File: src/rtl/core/ppi_pkg.sv
// ----------------------------------------------------------------------------
// ppi_pkg
// Shared types, constants and the arctangent table for the pose integrator.
// ----------------------------------------------------------------------------
package ppi_pkg;

    // input word codes
    localparam logic [1:0] ACT_CMD  = 2'd0;
    localparam logic [1:0] ACT_TELE = 2'd1;
    localparam logic [1:0] ACT_TICK = 2'd2;

    // configuration register indexes
    localparam logic [1:0] REG_SCALE   = 2'd0;
    localparam logic [1:0] REG_SPAN_X  = 2'd1;
    localparam logic [1:0] REG_SPAN_Y  = 2'd2;
    localparam logic [1:0] REG_TIMEOUT = 2'd3;

    // configuration reset values
    localparam logic [23:0] SCALE_RST   = 24'd65536;
    localparam logic [31:0] SPAN_RST    = 32'd32768000;
    localparam logic [31:0] TIMEOUT_RST = 32'd65536;

    // default rotation step count
    localparam int CORDIC_STEPS_DEF = 16;

    // angle constants
    localparam logic [31:0]        TWO_PI_Q16  = 32'd411775;
    localparam logic signed [32:0] PI_Q28      = 33'sd843314857;
    localparam logic signed [32:0] TWO_PI_Q28  = 33'sd1686629713;
    localparam logic signed [32:0] HALF_PI_Q28 = 33'sd421657428;
    localparam logic signed [31:0] GAIN_Q28    = 32'sd163008219;

    // input word
    typedef struct packed {
        logic [1:0]         action;
        logic signed [23:0] linear_speed;
        logic signed [23:0] turn_rate;
        logic signed [23:0] climb_speed;
        logic [31:0]        new_x;
        logic [31:0]        new_y;
        logic [31:0]        new_altitude;
        logic signed [19:0] new_heading;
        logic [15:0]        step_time;
    } ppi_in_t;

    // result word
    typedef struct packed {
        logic [31:0]        pose_x;
        logic [31:0]        pose_y;
        logic [31:0]        pose_altitude;
        logic signed [19:0] pose_heading;
        logic               timed_out;
    } ppi_out_t;

    // arctangent of 2^-i in Q28
    function automatic logic signed [32:0] atan_q28(input logic [4:0] idx);
        logic signed [32:0] v;
        case (idx)
            5'd0:  v = 33'sd210828714;
            5'd1:  v = 33'sd124459457;
            5'd2:  v = 33'sd65760959;
            5'd3:  v = 33'sd33381290;
            5'd4:  v = 33'sd16755422;
            5'd5:  v = 33'sd8385879;
            5'd6:  v = 33'sd4193963;
            5'd7:  v = 33'sd2097109;
            5'd8:  v = 33'sd1048571;
            5'd9:  v = 33'sd524287;
            5'd10: v = 33'sd262144;
            5'd11: v = 33'sd131072;
            5'd12: v = 33'sd65536;
            5'd13: v = 33'sd32768;
            5'd14: v = 33'sd16384;
            5'd15: v = 33'sd8192;
            5'd16: v = 33'sd4096;
            5'd17: v = 33'sd2048;
            5'd18: v = 33'sd1024;
            5'd19: v = 33'sd512;
            5'd20: v = 33'sd256;
            5'd21: v = 33'sd128;
            5'd22: v = 33'sd64;
            5'd23: v = 33'sd32;
            default: v = 33'sd0;
        endcase
        return v;
    endfunction

endpackage

File: src/rtl/core/planar_pose_integrator_core.sv
// ----------------------------------------------------------------------------
// planar_pose_integrator_core
// Unicycle odometry integrator with altitude, bit-serial arithmetic.
// ----------------------------------------------------------------------------
// Usage:
//   in_valid/in_stall/in_data carry one input word: a velocity command, a
//   teleport or a time tick. in_stall is high while a tick is being worked.
//   Commands and teleports produce no result and leave the block idle.
//   A tick produces one result word on out_valid/out_stall/out_data.
//   A tick runs through one shared radix-2 shift-add multiplier (seven
//   products), one restoring remainder unit (three uses) and the CORDIC
//   rotator (one step per cycle).
//   The next word is taken while a result still waits in the output register;
//   a finished tick holds in its last state until that register is free.
//   cfg_write/cfg_index/cfg_data write a register at the clock edge; write
//   only while the block is idle.
//   Reset clears the pose, speeds and idle timer, and loads the register
//   defaults; no result is pending after reset.
// ----------------------------------------------------------------------------
module planar_pose_integrator_core #(
    parameter int CORDIC_STEPS = ppi_pkg::CORDIC_STEPS_DEF
) (
    input  logic              clk,
    input  logic              rst_n,
    input  logic              in_valid,
    output logic              in_stall,
    input  ppi_pkg::ppi_in_t  in_data,
    output logic              out_valid,
    input  logic              out_stall,
    output ppi_pkg::ppi_out_t out_data,
    input  logic              cfg_write,
    input  logic [1:0]        cfg_index,
    input  logic [31:0]       cfg_data
);
    import ppi_pkg::*;

    localparam int CIW = (CORDIC_STEPS > 1) ? $clog2(CORDIC_STEPS) : 1;

    // sequencer codes
    localparam logic [4:0] S_IDLE  = 5'd0;
    localparam logic [4:0] S_TSTART = 5'd1;
    localparam logic [4:0] S_MUL   = 5'd2;
    localparam logic [4:0] S_DIV   = 5'd3;
    localparam logic [4:0] S_HSUM  = 5'd4;
    localparam logic [4:0] S_HMOD  = 5'd5;
    localparam logic [4:0] S_RED1  = 5'd6;
    localparam logic [4:0] S_RED2  = 5'd7;
    localparam logic [4:0] S_CORD  = 5'd8;
    localparam logic [4:0] S_CFIN  = 5'd9;
    localparam logic [4:0] S_ADONE = 5'd10;
    localparam logic [4:0] S_BDONE = 5'd11;
    localparam logic [4:0] S_XDONE = 5'd12;
    localparam logic [4:0] S_YDONE = 5'd13;
    localparam logic [4:0] S_Z1    = 5'd14;
    localparam logic [4:0] S_Z2    = 5'd15;
    localparam logic [4:0] S_XWRAP = 5'd16;
    localparam logic [4:0] S_YWRAP = 5'd17;
    localparam logic [4:0] S_EMIT  = 5'd18;

    // control and state
    logic [4:0]         state_reg, state_next;
    logic [4:0]         ret_reg, ret_next;
    logic [23:0]        scale_reg, scale_next;
    logic [31:0]        span_x_reg, span_x_next;
    logic [31:0]        span_y_reg, span_y_next;
    logic [31:0]        timeout_reg, timeout_next;
    logic [31:0]        pos_x_reg, pos_x_next;
    logic [31:0]        pos_y_reg, pos_y_next;
    logic [31:0]        alt_reg, alt_next;
    logic signed [19:0] heading_reg, heading_next;
    logic signed [23:0] fwd_reg, fwd_next;
    logic signed [23:0] ang_reg, ang_next;
    logic signed [23:0] vert_reg, vert_next;
    logic [31:0]        idle_reg, idle_next;
    logic               to_reg, to_next;
    logic [15:0]        dt_reg, dt_next;

    // multiplier
    logic signed [58:0] acc_reg, acc_next;
    logic signed [58:0] ash_reg, ash_next;
    logic [24:0]        bsh_reg, bsh_next;
    logic [4:0]         mcnt_reg, mcnt_next;

    // remainder unit
    logic [33:0]        dq_reg, dq_next;
    logic [31:0]        rem_reg, rem_next;
    logic [31:0]        dv_reg, dv_next;
    logic [5:0]         dcnt_reg, dcnt_next;
    logic               dneg_reg, dneg_next;

    // rotator
    logic signed [32:0] z_reg, z_next;
    logic signed [31:0] x_reg, x_next;
    logic signed [31:0] y_reg, y_next;
    logic [CIW-1:0]     ci_reg, ci_next;
    logic               neg_reg, neg_next;
    logic signed [17:0] c_reg, c_next;
    logic signed [17:0] s_reg, s_next;

    // tick intermediates
    logic signed [32:0] b_reg, b_next;
    logic signed [33:0] nx_reg, nx_next;
    logic signed [33:0] ny_reg, ny_next;

    // output register
    logic               out_valid_reg, out_valid_next;
    ppi_out_t           out_reg, out_next;

    // combinational helpers
    logic               mul_go;
    logic signed [33:0] mul_a;
    logic [24:0]        mul_b;
    logic [4:0]         mul_n;
    logic               div_go;
    logic [33:0]        div_mag;
    logic [31:0]        div_dv;
    logic               div_neg;
    logic [4:0]         go_ret;
    logic signed [58:0] acc_rnd;
    logic signed [42:0] rnd;
    logic [32:0]        idle_sum;
    logic [31:0]        idle_new;
    logic signed [24:0] hsum;
    logic signed [19:0] hval;
    logic [32:0]        dtrial;
    logic signed [31:0] xsh;
    logic signed [31:0] ysh;
    logic signed [32:0] atan_v;
    logic signed [31:0] xr;
    logic signed [31:0] yr;
    logic signed [33:0] nz;
    logic [31:0]        wrapped;
    logic               accept;

    assign accept   = in_valid && !in_stall;
    assign in_stall = (state_reg != S_IDLE);
    assign out_valid = out_valid_reg;
    assign out_data  = out_reg;

    // rounded product, floor(p / 2^16 + 1/2)
    assign acc_rnd = acc_reg + 59'sd32768;
    assign rnd     = acc_rnd[58:16];

    // rotator shifts and angle
    assign xsh    = x_reg >>> ci_reg;
    assign ysh    = y_reg >>> ci_reg;
    assign atan_v = atan_q28(5'(ci_reg));

    // remainder trial subtract
    assign dtrial = {rem_reg, dq_reg[33]};

    // wrap result from the remainder unit
    always_comb
    begin
        if (dneg_reg && (rem_reg != 32'd0))
        begin
            wrapped = dv_reg - rem_reg;
        end
        else
        begin
            wrapped = rem_reg;
        end
    end

    // sequencer and datapath next values
    always_comb
    begin
        state_next     = state_reg;
        ret_next       = ret_reg;
        scale_next     = scale_reg;
        span_x_next    = span_x_reg;
        span_y_next    = span_y_reg;
        timeout_next   = timeout_reg;
        pos_x_next     = pos_x_reg;
        pos_y_next     = pos_y_reg;
        alt_next       = alt_reg;
        heading_next   = heading_reg;
        fwd_next       = fwd_reg;
        ang_next       = ang_reg;
        vert_next      = vert_reg;
        idle_next      = idle_reg;
        to_next        = to_reg;
        dt_next        = dt_reg;
        acc_next       = acc_reg;
        ash_next       = ash_reg;
        bsh_next       = bsh_reg;
        mcnt_next      = mcnt_reg;
        dq_next        = dq_reg;
        rem_next       = rem_reg;
        dv_next        = dv_reg;
        dcnt_next      = dcnt_reg;
        dneg_next      = dneg_reg;
        z_next         = z_reg;
        x_next         = x_reg;
        y_next         = y_reg;
        ci_next        = ci_reg;
        neg_next       = neg_reg;
        c_next         = c_reg;
        s_next         = s_reg;
        b_next         = b_reg;
        nx_next        = nx_reg;
        ny_next        = ny_reg;
        out_next       = out_reg;
        out_valid_next = out_valid_reg && out_stall;

        mul_go  = 1'b0;
        mul_a   = '0;
        mul_b   = '0;
        mul_n   = '0;
        div_go  = 1'b0;
        div_mag = '0;
        div_dv  = '0;
        div_neg = 1'b0;
        go_ret  = S_IDLE;

        idle_sum = {1'b0, idle_reg} + {17'd0, in_data.step_time};
        idle_new = idle_sum[32] ? 32'hFFFF_FFFF : idle_sum[31:0];
        hsum     = 25'(heading_reg) + rnd[24:0];
        hval     = $signed({1'b0, rem_reg[18:0]});
        xr       = (x_reg + 32'sd2048) >>> 12;
        yr       = (y_reg + 32'sd2048) >>> 12;
        nz       = $signed({2'b00, alt_reg}) + rnd[33:0];

        // register writes
        if (cfg_write)
        begin
            case (cfg_index)
                REG_SCALE:   scale_next   = cfg_data[23:0];
                REG_SPAN_X:  span_x_next  = cfg_data;
                REG_SPAN_Y:  span_y_next  = cfg_data;
                REG_TIMEOUT: timeout_next = cfg_data;
                default:     scale_next   = scale_reg;
            endcase
        end

        case (state_reg)
            S_IDLE:
            begin
                if (accept)
                begin
                    case (in_data.action)
                        ACT_CMD:
                        begin
                            fwd_next  = in_data.linear_speed;
                            ang_next  = in_data.turn_rate;
                            vert_next = in_data.climb_speed;
                            idle_next = 32'd0;
                        end
                        ACT_TELE:
                        begin
                            pos_x_next   = in_data.new_x;
                            pos_y_next   = in_data.new_y;
                            alt_next     = in_data.new_altitude;
                            heading_next = in_data.new_heading;
                            fwd_next     = '0;
                            ang_next     = '0;
                            vert_next    = '0;
                        end
                        ACT_TICK:
                        begin
                            idle_next = idle_new;
                            dt_next   = in_data.step_time;
                            to_next   = (idle_new > timeout_reg);
                            if (idle_new > timeout_reg)
                            begin
                                fwd_next  = '0;
                                ang_next  = '0;
                                vert_next = '0;
                            end
                            state_next = S_TSTART;
                        end
                        default:
                        begin
                            state_next = S_IDLE;
                        end
                    endcase
                end
            end

            // turn * dt
            S_TSTART:
            begin
                mul_go = 1'b1;
                mul_a  = 34'(ang_reg);
                mul_b  = {9'd0, dt_reg};
                mul_n  = 5'd16;
                go_ret = S_HSUM;
            end

            // one multiplier bit per cycle, the top bit weighs negative
            S_MUL:
            begin
                if (bsh_reg[0])
                begin
                    if (mcnt_reg == 5'd0)
                    begin
                        acc_next = acc_reg - ash_reg;
                    end
                    else
                    begin
                        acc_next = acc_reg + ash_reg;
                    end
                end
                ash_next  = ash_reg <<< 1;
                bsh_next  = bsh_reg >> 1;
                mcnt_next = mcnt_reg - 5'd1;
                if (mcnt_reg == 5'd0)
                begin
                    state_next = ret_reg;
                end
            end

            // one quotient bit per cycle, remainder kept
            S_DIV:
            begin
                if (dtrial >= {1'b0, dv_reg})
                begin
                    rem_next = 32'(dtrial - {1'b0, dv_reg});
                end
                else
                begin
                    rem_next = dtrial[31:0];
                end
                dq_next   = dq_reg << 1;
                dcnt_next = dcnt_reg - 6'd1;
                if (dcnt_reg == 6'd0)
                begin
                    state_next = ret_reg;
                end
            end

            // heading sum, then reduce by two pi with the sign kept
            S_HSUM:
            begin
                div_go  = 1'b1;
                div_neg = hsum[24];
                div_mag = hsum[24] ? 34'(-hsum) : 34'(hsum);
                div_dv  = TWO_PI_Q16;
                go_ret  = S_HMOD;
            end

            S_HMOD:
            begin
                if (dneg_reg)
                begin
                    heading_next = -hval;
                    z_next       = 33'(-hval) <<< 12;
                end
                else
                begin
                    heading_next = hval;
                    z_next       = 33'(hval) <<< 12;
                end
                state_next = S_RED1;
            end

            // angle into [-pi, pi]
            S_RED1:
            begin
                if (z_reg > PI_Q28)
                begin
                    if ((z_reg - TWO_PI_Q28) < -PI_Q28)
                    begin
                        z_next = z_reg;
                    end
                    else
                    begin
                        z_next = z_reg - TWO_PI_Q28;
                    end
                end
                else if (z_reg < -PI_Q28)
                begin
                    z_next = z_reg + TWO_PI_Q28;
                end
                state_next = S_RED2;
            end

            // fold into [-pi/2, pi/2]
            S_RED2:
            begin
                neg_next = 1'b0;
                if (z_reg > HALF_PI_Q28)
                begin
                    z_next   = z_reg - PI_Q28;
                    neg_next = 1'b1;
                end
                else if (z_reg < -HALF_PI_Q28)
                begin
                    z_next   = z_reg + PI_Q28;
                    neg_next = 1'b1;
                end
                x_next     = GAIN_Q28;
                y_next     = 32'sd0;
                ci_next    = '0;
                state_next = S_CORD;
            end

            // one rotation per cycle
            S_CORD:
            begin
                if (z_reg >= 0)
                begin
                    x_next = x_reg - ysh;
                    y_next = y_reg + xsh;
                    z_next = z_reg - atan_v;
                end
                else
                begin
                    x_next = x_reg + ysh;
                    y_next = y_reg - xsh;
                    z_next = z_reg + atan_v;
                end
                ci_next = ci_reg + CIW'(1);
                if (ci_reg == CIW'(CORDIC_STEPS - 1))
                begin
                    state_next = S_CFIN;
                end
            end

            // cos and sin in Q16, then forward * dt
            S_CFIN:
            begin
                c_next = neg_reg ? -xr[17:0] : xr[17:0];
                s_next = neg_reg ? -yr[17:0] : yr[17:0];
                mul_go = 1'b1;
                mul_a  = 34'(fwd_reg);
                mul_b  = {9'd0, dt_reg};
                mul_n  = 5'd16;
                go_ret = S_ADONE;
            end

            // scale * a
            S_ADONE:
            begin
                mul_go = 1'b1;
                mul_a  = 34'($signed(rnd[23:0]));
                mul_b  = {1'b0, scale_reg};
                mul_n  = 5'd24;
                go_ret = S_BDONE;
            end

            // b * cos
            S_BDONE:
            begin
                b_next = rnd[32:0];
                mul_go = 1'b1;
                mul_a  = 34'($signed(rnd[32:0]));
                mul_b  = 25'(c_reg);
                mul_n  = 5'd17;
                go_ret = S_XDONE;
            end

            // b * sin
            S_XDONE:
            begin
                nx_next = $signed({2'b00, pos_x_reg}) + rnd[33:0];
                mul_go  = 1'b1;
                mul_a   = 34'(b_reg);
                mul_b   = 25'(s_reg);
                mul_n   = 5'd17;
                go_ret  = S_YDONE;
            end

            // climb * dt
            S_YDONE:
            begin
                ny_next = $signed({2'b00, pos_y_reg}) - rnd[33:0];
                mul_go  = 1'b1;
                mul_a   = 34'(vert_reg);
                mul_b   = {9'd0, dt_reg};
                mul_n   = 5'd16;
                go_ret  = S_Z1;
            end

            // scale * climb step
            S_Z1:
            begin
                mul_go = 1'b1;
                mul_a  = 34'($signed(rnd[23:0]));
                mul_b  = {1'b0, scale_reg};
                mul_n  = 5'd24;
                go_ret = S_Z2;
            end

            // altitude kept only while positive, then wrap x
            S_Z2:
            begin
                if (nz > 34'sd0)
                begin
                    alt_next = (nz[33:32] != 2'b00) ? 32'hFFFF_FFFF : nz[31:0];
                end
                div_go  = 1'b1;
                div_neg = nx_reg[33];
                div_mag = nx_reg[33] ? 34'(-nx_reg) : 34'(nx_reg);
                div_dv  = span_x_reg;
                go_ret  = S_XWRAP;
            end

            // zero span wraps modulo 2^32
            S_XWRAP:
            begin
                pos_x_next = (dv_reg == 32'd0) ? nx_reg[31:0] : wrapped;
                div_go     = 1'b1;
                div_neg    = ny_reg[33];
                div_mag    = ny_reg[33] ? 34'(-ny_reg) : 34'(ny_reg);
                div_dv     = span_y_reg;
                go_ret     = S_YWRAP;
            end

            S_YWRAP:
            begin
                pos_y_next = (dv_reg == 32'd0) ? ny_reg[31:0] : wrapped;
                state_next = S_EMIT;
            end

            // wait for a free output register
            S_EMIT:
            begin
                if (!out_valid_reg || !out_stall)
                begin
                    out_next.pose_x        = pos_x_reg;
                    out_next.pose_y        = pos_y_reg;
                    out_next.pose_altitude = alt_reg;
                    out_next.pose_heading  = heading_reg;
                    out_next.timed_out     = to_reg;
                    out_valid_next         = 1'b1;
                    state_next             = S_IDLE;
                end
            end

            default:
            begin
                state_next = S_IDLE;
            end
        endcase

        // start the multiplier
        if (mul_go)
        begin
            acc_next   = '0;
            ash_next   = 59'(mul_a);
            bsh_next   = mul_b;
            mcnt_next  = mul_n;
            ret_next   = go_ret;
            state_next = S_MUL;
        end

        // start the remainder unit
        if (div_go)
        begin
            dq_next    = div_mag;
            rem_next   = 32'd0;
            dv_next    = div_dv;
            dneg_next  = div_neg;
            dcnt_next  = 6'd33;
            ret_next   = go_ret;
            state_next = S_DIV;
        end
    end

    // registers
    always_ff @(posedge clk or negedge rst_n)
    begin
        if (!rst_n)
        begin
            state_reg     <= S_IDLE;
            ret_reg       <= S_IDLE;
            scale_reg     <= SCALE_RST;
            span_x_reg    <= SPAN_RST;
            span_y_reg    <= SPAN_RST;
            timeout_reg   <= TIMEOUT_RST;
            pos_x_reg     <= '0;
            pos_y_reg     <= '0;
            alt_reg       <= '0;
            heading_reg   <= '0;
            fwd_reg       <= '0;
            ang_reg       <= '0;
            vert_reg      <= '0;
            idle_reg      <= '0;
            to_reg        <= 1'b0;
            out_valid_reg <= 1'b0;
        end
        else
        begin
            state_reg     <= state_next;
            ret_reg       <= ret_next;
            scale_reg     <= scale_next;
            span_x_reg    <= span_x_next;
            span_y_reg    <= span_y_next;
            timeout_reg   <= timeout_next;
            pos_x_reg     <= pos_x_next;
            pos_y_reg     <= pos_y_next;
            alt_reg       <= alt_next;
            heading_reg   <= heading_next;
            fwd_reg       <= fwd_next;
            ang_reg       <= ang_next;
            vert_reg      <= vert_next;
            idle_reg      <= idle_next;
            to_reg        <= to_next;
            out_valid_reg <= out_valid_next;
        end
    end

    // working registers
    always_ff @(posedge clk)
    begin
        dt_reg   <= dt_next;
        acc_reg  <= acc_next;
        ash_reg  <= ash_next;
        bsh_reg  <= bsh_next;
        mcnt_reg <= mcnt_next;
        dq_reg   <= dq_next;
        rem_reg  <= rem_next;
        dv_reg   <= dv_next;
        dcnt_reg <= dcnt_next;
        dneg_reg <= dneg_next;
        z_reg    <= z_next;
        x_reg    <= x_next;
        y_reg    <= y_next;
        ci_reg   <= ci_next;
        neg_reg  <= neg_next;
        c_reg    <= c_next;
        s_reg    <= s_next;
        b_reg    <= b_next;
        nx_reg   <= nx_next;
        ny_reg   <= ny_next;
        out_reg  <= out_next;
    end

endmodule

File: config.mk
export PLATFORM = sky130hd
export DESIGN_NAME = planar_pose_integrator_core
export DESIGN_NICKNAME = d
export VERILOG_FILES = /design/src/rtl/core/ppi_pkg.sv /design/src/rtl/core/planar_pose_integrator_core.sv
export SDC_FILE = /design/constraint.sdc
export NUM_CORES = 2
export LEC_CHECK = 0
export ABC_AREA = 1
export BUFFER_PORTS_ARGS = -buffer_cell sky130_fd_sc_hd__clkbuf_2
export CORE_UTILIZATION = 50
export DETAILED_ROUTE_END_ITERATION = 8
export PLACE_DENSITY_LB_ADDON = 0.3
export SETUP_SLACK_MARGIN = 0.3
export SLEW_MARGIN = 15
export SYNTH_ARGS = -nofsm -noshare
export SYNTH_HDL_FRONTEND = slang
export SYNTH_SLANG_ARGS = --single-unit
File: constraint.sdc
create_clock -name clk -period 9.65 [get_ports clk]
set_clock_uncertainty 0.05 [all_clocks]
set_input_delay 1.4475 -clock clk [delete_from_list [all_inputs] [get_ports clk]]
set_output_delay 1.4475 -clock clk [all_outputs]
set_load 0.005 [all_outputs]
-- After elaboration in Yosys (flattened, before gate mapping)
Memories as Yosys holds them, arrays and structs flattened. A register that Yosys moved wholly into a read port is not among the register bits.
Cells that the tools add are included.
Widths: inputs -> output; s select.
- register bits after elaboration: 977
- ROM bits: 448
- input bits: 245
- output and inout port bits: 119
- logic and storage cells: 248
- memories kept: 1
- memories (name ; words ; width ; read ports ; clocked after Yosys merged registers in ; wr ports ; line ; source):
    (no name shown) ; 16 ; 28 ; 1 ; 1 ; 0 ; ppi_pkg.sv:58 ; case (idx)
- $add $sub $neg: 32
- order comparisons: 9
- eq/ne operators: 38
- shift operators: 2
- mux-type cells: 76
- reductions and logical operators: 49
- operators by type and width (cell ; count):
    $mux 32 ; 15
    $pmux 32 s2 ; 6
    $mux 33 ; 7
    $pmux 24 s3 ; 3
    $pmux 34 s6 ; 1
    $mux 59 ; 3
    $mux 34 ; 5
    $pmux 33 s4 ; 1
    $sub 32x32->32 ; 4
    $pmux 34 s3 ; 1
    $pmux 25 s4 ; 1
    $pmux 5 s10 ; 2
    $pmux 32 s3 ; 1
    $add 32x34->34 ; 2
    $neg 34->34 ; 2
    $lt 33x31->1 const B ; 2
    $add 32x32->32 ; 2
    $sshr 32x4->32 ; 2
    $add 30x13->30 const B ; 2
    $mux 20 ; 3
    $add 59x59->59 ; 1
    $sub 59x59->59 ; 1
    $mux 5 ; 11
    $add 50x17->50 const B ; 1
    other kinds (66) ; 127

-- Longest topological paths before layout
- depth in word-level cells: 7
- gate-level depth with buffers: 36
- depth with buffers taken out: 35

-- Least setup slack after synthesis
OpenSTA, ideal clock, no wires.
- kind: input -> register
- from: input out_stall
- to: register out_reg, in the netlist out_data[0], enable pin
- library setup time: 0.632 ns
- arrival time: 6.962 ns
- required time: 8.968 ns
- setup slack: 2.006 ns
- stages on the path: 1
- buffers on the path: 0
- path through: a21oi_1
- word-level cells in the longest chain between the ends: 3
- RTL lines (item ; line ; source):
    from (decl) ; planar_pose_integrator_core.sv:29 ; input logic out_stall,
    $logic_not 1->1 ; planar_pose_integrator_core.sv:519 ; if (!out_valid_reg || !out_stall)
    $logic_or 1x1->1 ; planar_pose_integrator_core.sv:519 ;
    $reduce_and 2->1 (no line) ; -- ;
    to (signal assigned) ; planar_pose_integrator_core.sv:627 ; out_reg <= out_next;
    to (decl) ; planar_pose_integrator_core.sv:107 ; ppi_out_t out_reg, out_next;
No other way between the ends.
A chain may end at the register's enable or synchronous reset.

-- Worst setup path in the final report
- from: input in_data[0] (netlist bit)
- to: register ang_reg[7]
- word-level cells in the longest chain between the ends: 5
- RTL lines (item ; line ; source):
    from (decl) ; planar_pose_integrator_core.sv:27 ; input ppi_pkg::ppi_in_t in_data,
    $add 32x16->33 ; planar_pose_integrator_core.sv:216 ; idle_sum = {1'b0, idle_reg} + {17'd0, in_data.step_time};
    $mux 32 ; planar_pose_integrator_core.sv:217 ; idle_new = idle_sum[32] ? 32'hFFFF_FFFF : idle_sum[31:0];
    $gt 32x32->1 ; planar_pose_integrator_core.sv:264 ; if (idle_new > timeout_reg)
    $ne 2x2->1 (no line) ; -- ;
    $reduce_and 4->1 (no line) ; -- ;
    to (signal assigned) ; planar_pose_integrator_core.sv:596 ; ang_reg <= ang_next;
    to (decl) ; planar_pose_integrator_core.sv:72 ; logic signed [23:0] ang_reg, ang_next;
No other way between the ends.

==> results.toml <==
[global_route]
grt_pass1_wl_mm = 459
grt_max_degree = 137
grt_overflow = 0
grt_pass1_vias = 74000
antenna_found_initial = 19
grt_use_total_pct = 38.3

[clocking]
tritoncts = "done"
htreeDepth = 3
cts_resized = 0
clk-insertion-delay-late_ns = 0.77
cts_buffers = 111
cts_hold_buf = 0
cts.clk_slew.worst_paths_ns = 0.06
cts_setup_buffers = 0
ctsRootBufferMaster = "clkbuf_16"
cts.sinks = 986
cts-root-to-sink-buffers = 3

[detailed_routing]
vias = 79400
drtIter0Drc = 8630
wl_met1_mm = 125
routed_wl_mm = 311
drt_first_pass_iters = 9
route.met3.wl_mm = 24.8
vias_per_cell = 5.88
drt_drc_violations_left = 120
met2RoutedLength_mm = 139
drtAntennaViolNets = 0
top_layer_used = "met5"
wl_per_cell_um = 23.0

[final_layout]
area_delta_synth_final_pct = 9.93
fillers = 15100
layout-drive-gt1-share_pct = 7.13
layout.nets = 12000
largest_reg_flops = 117

[synth]
syn-num-nets = 11800
synth_top_area_cell = "edfxtp_1"
synthFlopType = "edfxtp_1"
syn_area_per_cell_um2 = 6.98
ys_types = 73
synth_common_cells = "2918 x nand2_1, 1413 x inv_1, 1035 x nor2_1, 786 x nand3_1, 771 x o21ai_0"
syn_inst = 11100
syn_area_um2 = 77800
synthTopCellsByArea = "edfxtp_1 20%, nand2_1 14%, dfrtp_1 11%, inv_1 6.8%, ha_1 6.5%"
yosysMostFrequentCell = "nand2_1"
synth_edf_count = 519
ys_seq_area_share_pct = 34.4
synthArstFlopShare_pct = 35.7
netlist.area_leader.share_pct = 20.0
ys_warn_count = 0
yosys_register_bits = 986

[worst_setup_path]
crit_required_ns = 10.25
cp-end-kind = "flop"
cp_max_fo = 73
critPathMaxStageDelay_ns = 0.85
startpoint_type = "input pin"
crit_type = "input pin to flop"
crit_top_cell = "nand2_1"
slowest_stage = "nand4_1"
arrival_ns = 7.47

[min_path]
hp-class = "flop to flop"

[run_status]
violations = "DRC"
outcome = "finished, violations left"

[floorplanning]
io_pins = 364
die_area_um2 = 157000
die_x_um = 396
rows = 144
start_util_pct = 50.4
core-area_um2 = 154000
die_y_um = 396

[pwr]
powerDensity_nw_per_um2 = 350
vdd_drop_max_uv = 229
p_leak_uw = 0.0405

[place]
numPortBuffers = 363
dp_hpwl_mm = 244
dp_slack_ns = 2.06
gp_congestion = 1.06

[sta]
min_period_ns = 6.87
maxSlewHeadroom_pct = 15.1
final_hold_viol_count = 0
worst_pin_slew_ns = 1.26
finalSetupViolCount = 0
finalCritPeriodShare_pct = 71.2
tns_ns = 0
timing.final.ws_setup_ns = 2.78
rsz0062_at_grt = "no"
report.final.slew_viol_count = 0
fmaxAchievable_mhz = 145

[run]
drv_cap = 0
==> worst paths after layout <==
path,start,end,slack [ns],depth (start not counted)
worst max register to register,acc_reg[15],alt_reg[14],2.84,30
worst min-delay path,pos_y_reg[0],out_data[53],0.41,0
worst max-delay path,in_data[0],ang_reg[7],2.78,25
min in group asynchronous,rst_n,pos_x_reg[25],0.67,1
max in group asynchronous,rst_n,span_x_reg[29],7.32,2
worst min register to register,pos_y_reg[0],out_data[53],0.41,0
==> critical path: cells and delay by family <==
kind,cells,cell delay (ns)
AOI/OAI and AO/OA,3,0.68
and+or+nand+nor,16,3.49
adders and majority gates,3,0.69
buffers and inverters,3,1.12
==> cells by family after synthesis <==
family	Yosys count	share of synthesized area (%)
DFF	986	34.4
AOI/OAI and AO/OA	2199	16.2
xor gates and xnor gates	464	5.24
adders and majority gates	418	6.83
buffers and inverters	1799	8.97
and+or+nand+nor	5272	28.4
==> metrics by stage <==
stage / power [uW] / std cells / util [%] / hold slack (ns) / instance area (um2)
global route: 31900 / 13500 / 55.4 / 0.430 / 85500
floorplan: 19100 / 11100 / - / 0.375 / 77800
global placement: 24600 / 13300 / 52.9 / 0.385 / 81500
CTS: 29500 / 13500 / 55.4 / 0.405 / 85500
detailed placement: 24800 / 13300 / 52.9 / 0.390 / 81500
finish: 29900 / 13500 / 55.4 / 0.406 / 85500
==> area by class of cell <==
| cell class | instances | area (um2) | area share, % |
|---|---|---|---|
| repair buffers | 457 | 2560 | 2.99 |
| diodes | 4 | 10.0 | 0.0117 |
| clock inverters | 75 | 923 | 1.08 |
| well taps | 2044 | 2560 | 2.99 |
| multi-input cells | 8353 | 44300 | 51.8 |
| flip-flops and latches | 986 | 26700 | 31.2 |
| inverters | 1444 | 5430 | 6.35 |
| clock buffers | 137 | 3020 | 3.53 |
==> metal layers <==
metal | up-vias | GRT usage [%]
li1 | 37600 | -
met1 | 37400 | 49.3
met2 | 3700 | 60.7
met3 | 728 | 5.67
met4 | 22 | 23.6
met5 | - | 0
==> placed cells by master, fill, tap and decap left out, types with 26 or more instances in the layout <==
cell type,count
a21o_1,56
a21oi_1,752
a221oi_1,27
a22o_1,60
a31oi_1,75
buf_4,92
clkbuf_16,116
clkbuf_2,362
dfrtp_1,338
dfxtp_1,115
edfxtp_1,519
ha_1,406
inv_1,1412
nand2_1,2913
nand3_1,783
nand3b_1,26
nand4_1,170
nor2_1,1019
nor3_1,168
nor4_1,44
o211ai_1,132
o21a_1,37
o21ai_0,769
o21ai_1,77
o21bai_1,45
or2_2,39
xnor2_1,109
xor2_1,353
==> where the power goes <==
part	total (uW)	internal (uW)	leakage (uW)	switching, uW
Clock	4620	2630	0.00188	1990
Sequential	7450	6090	0.0101	1360
Combinational	17800	5430	0.0285	12400
Note: power is estimated with default switching activity, not from simulation.
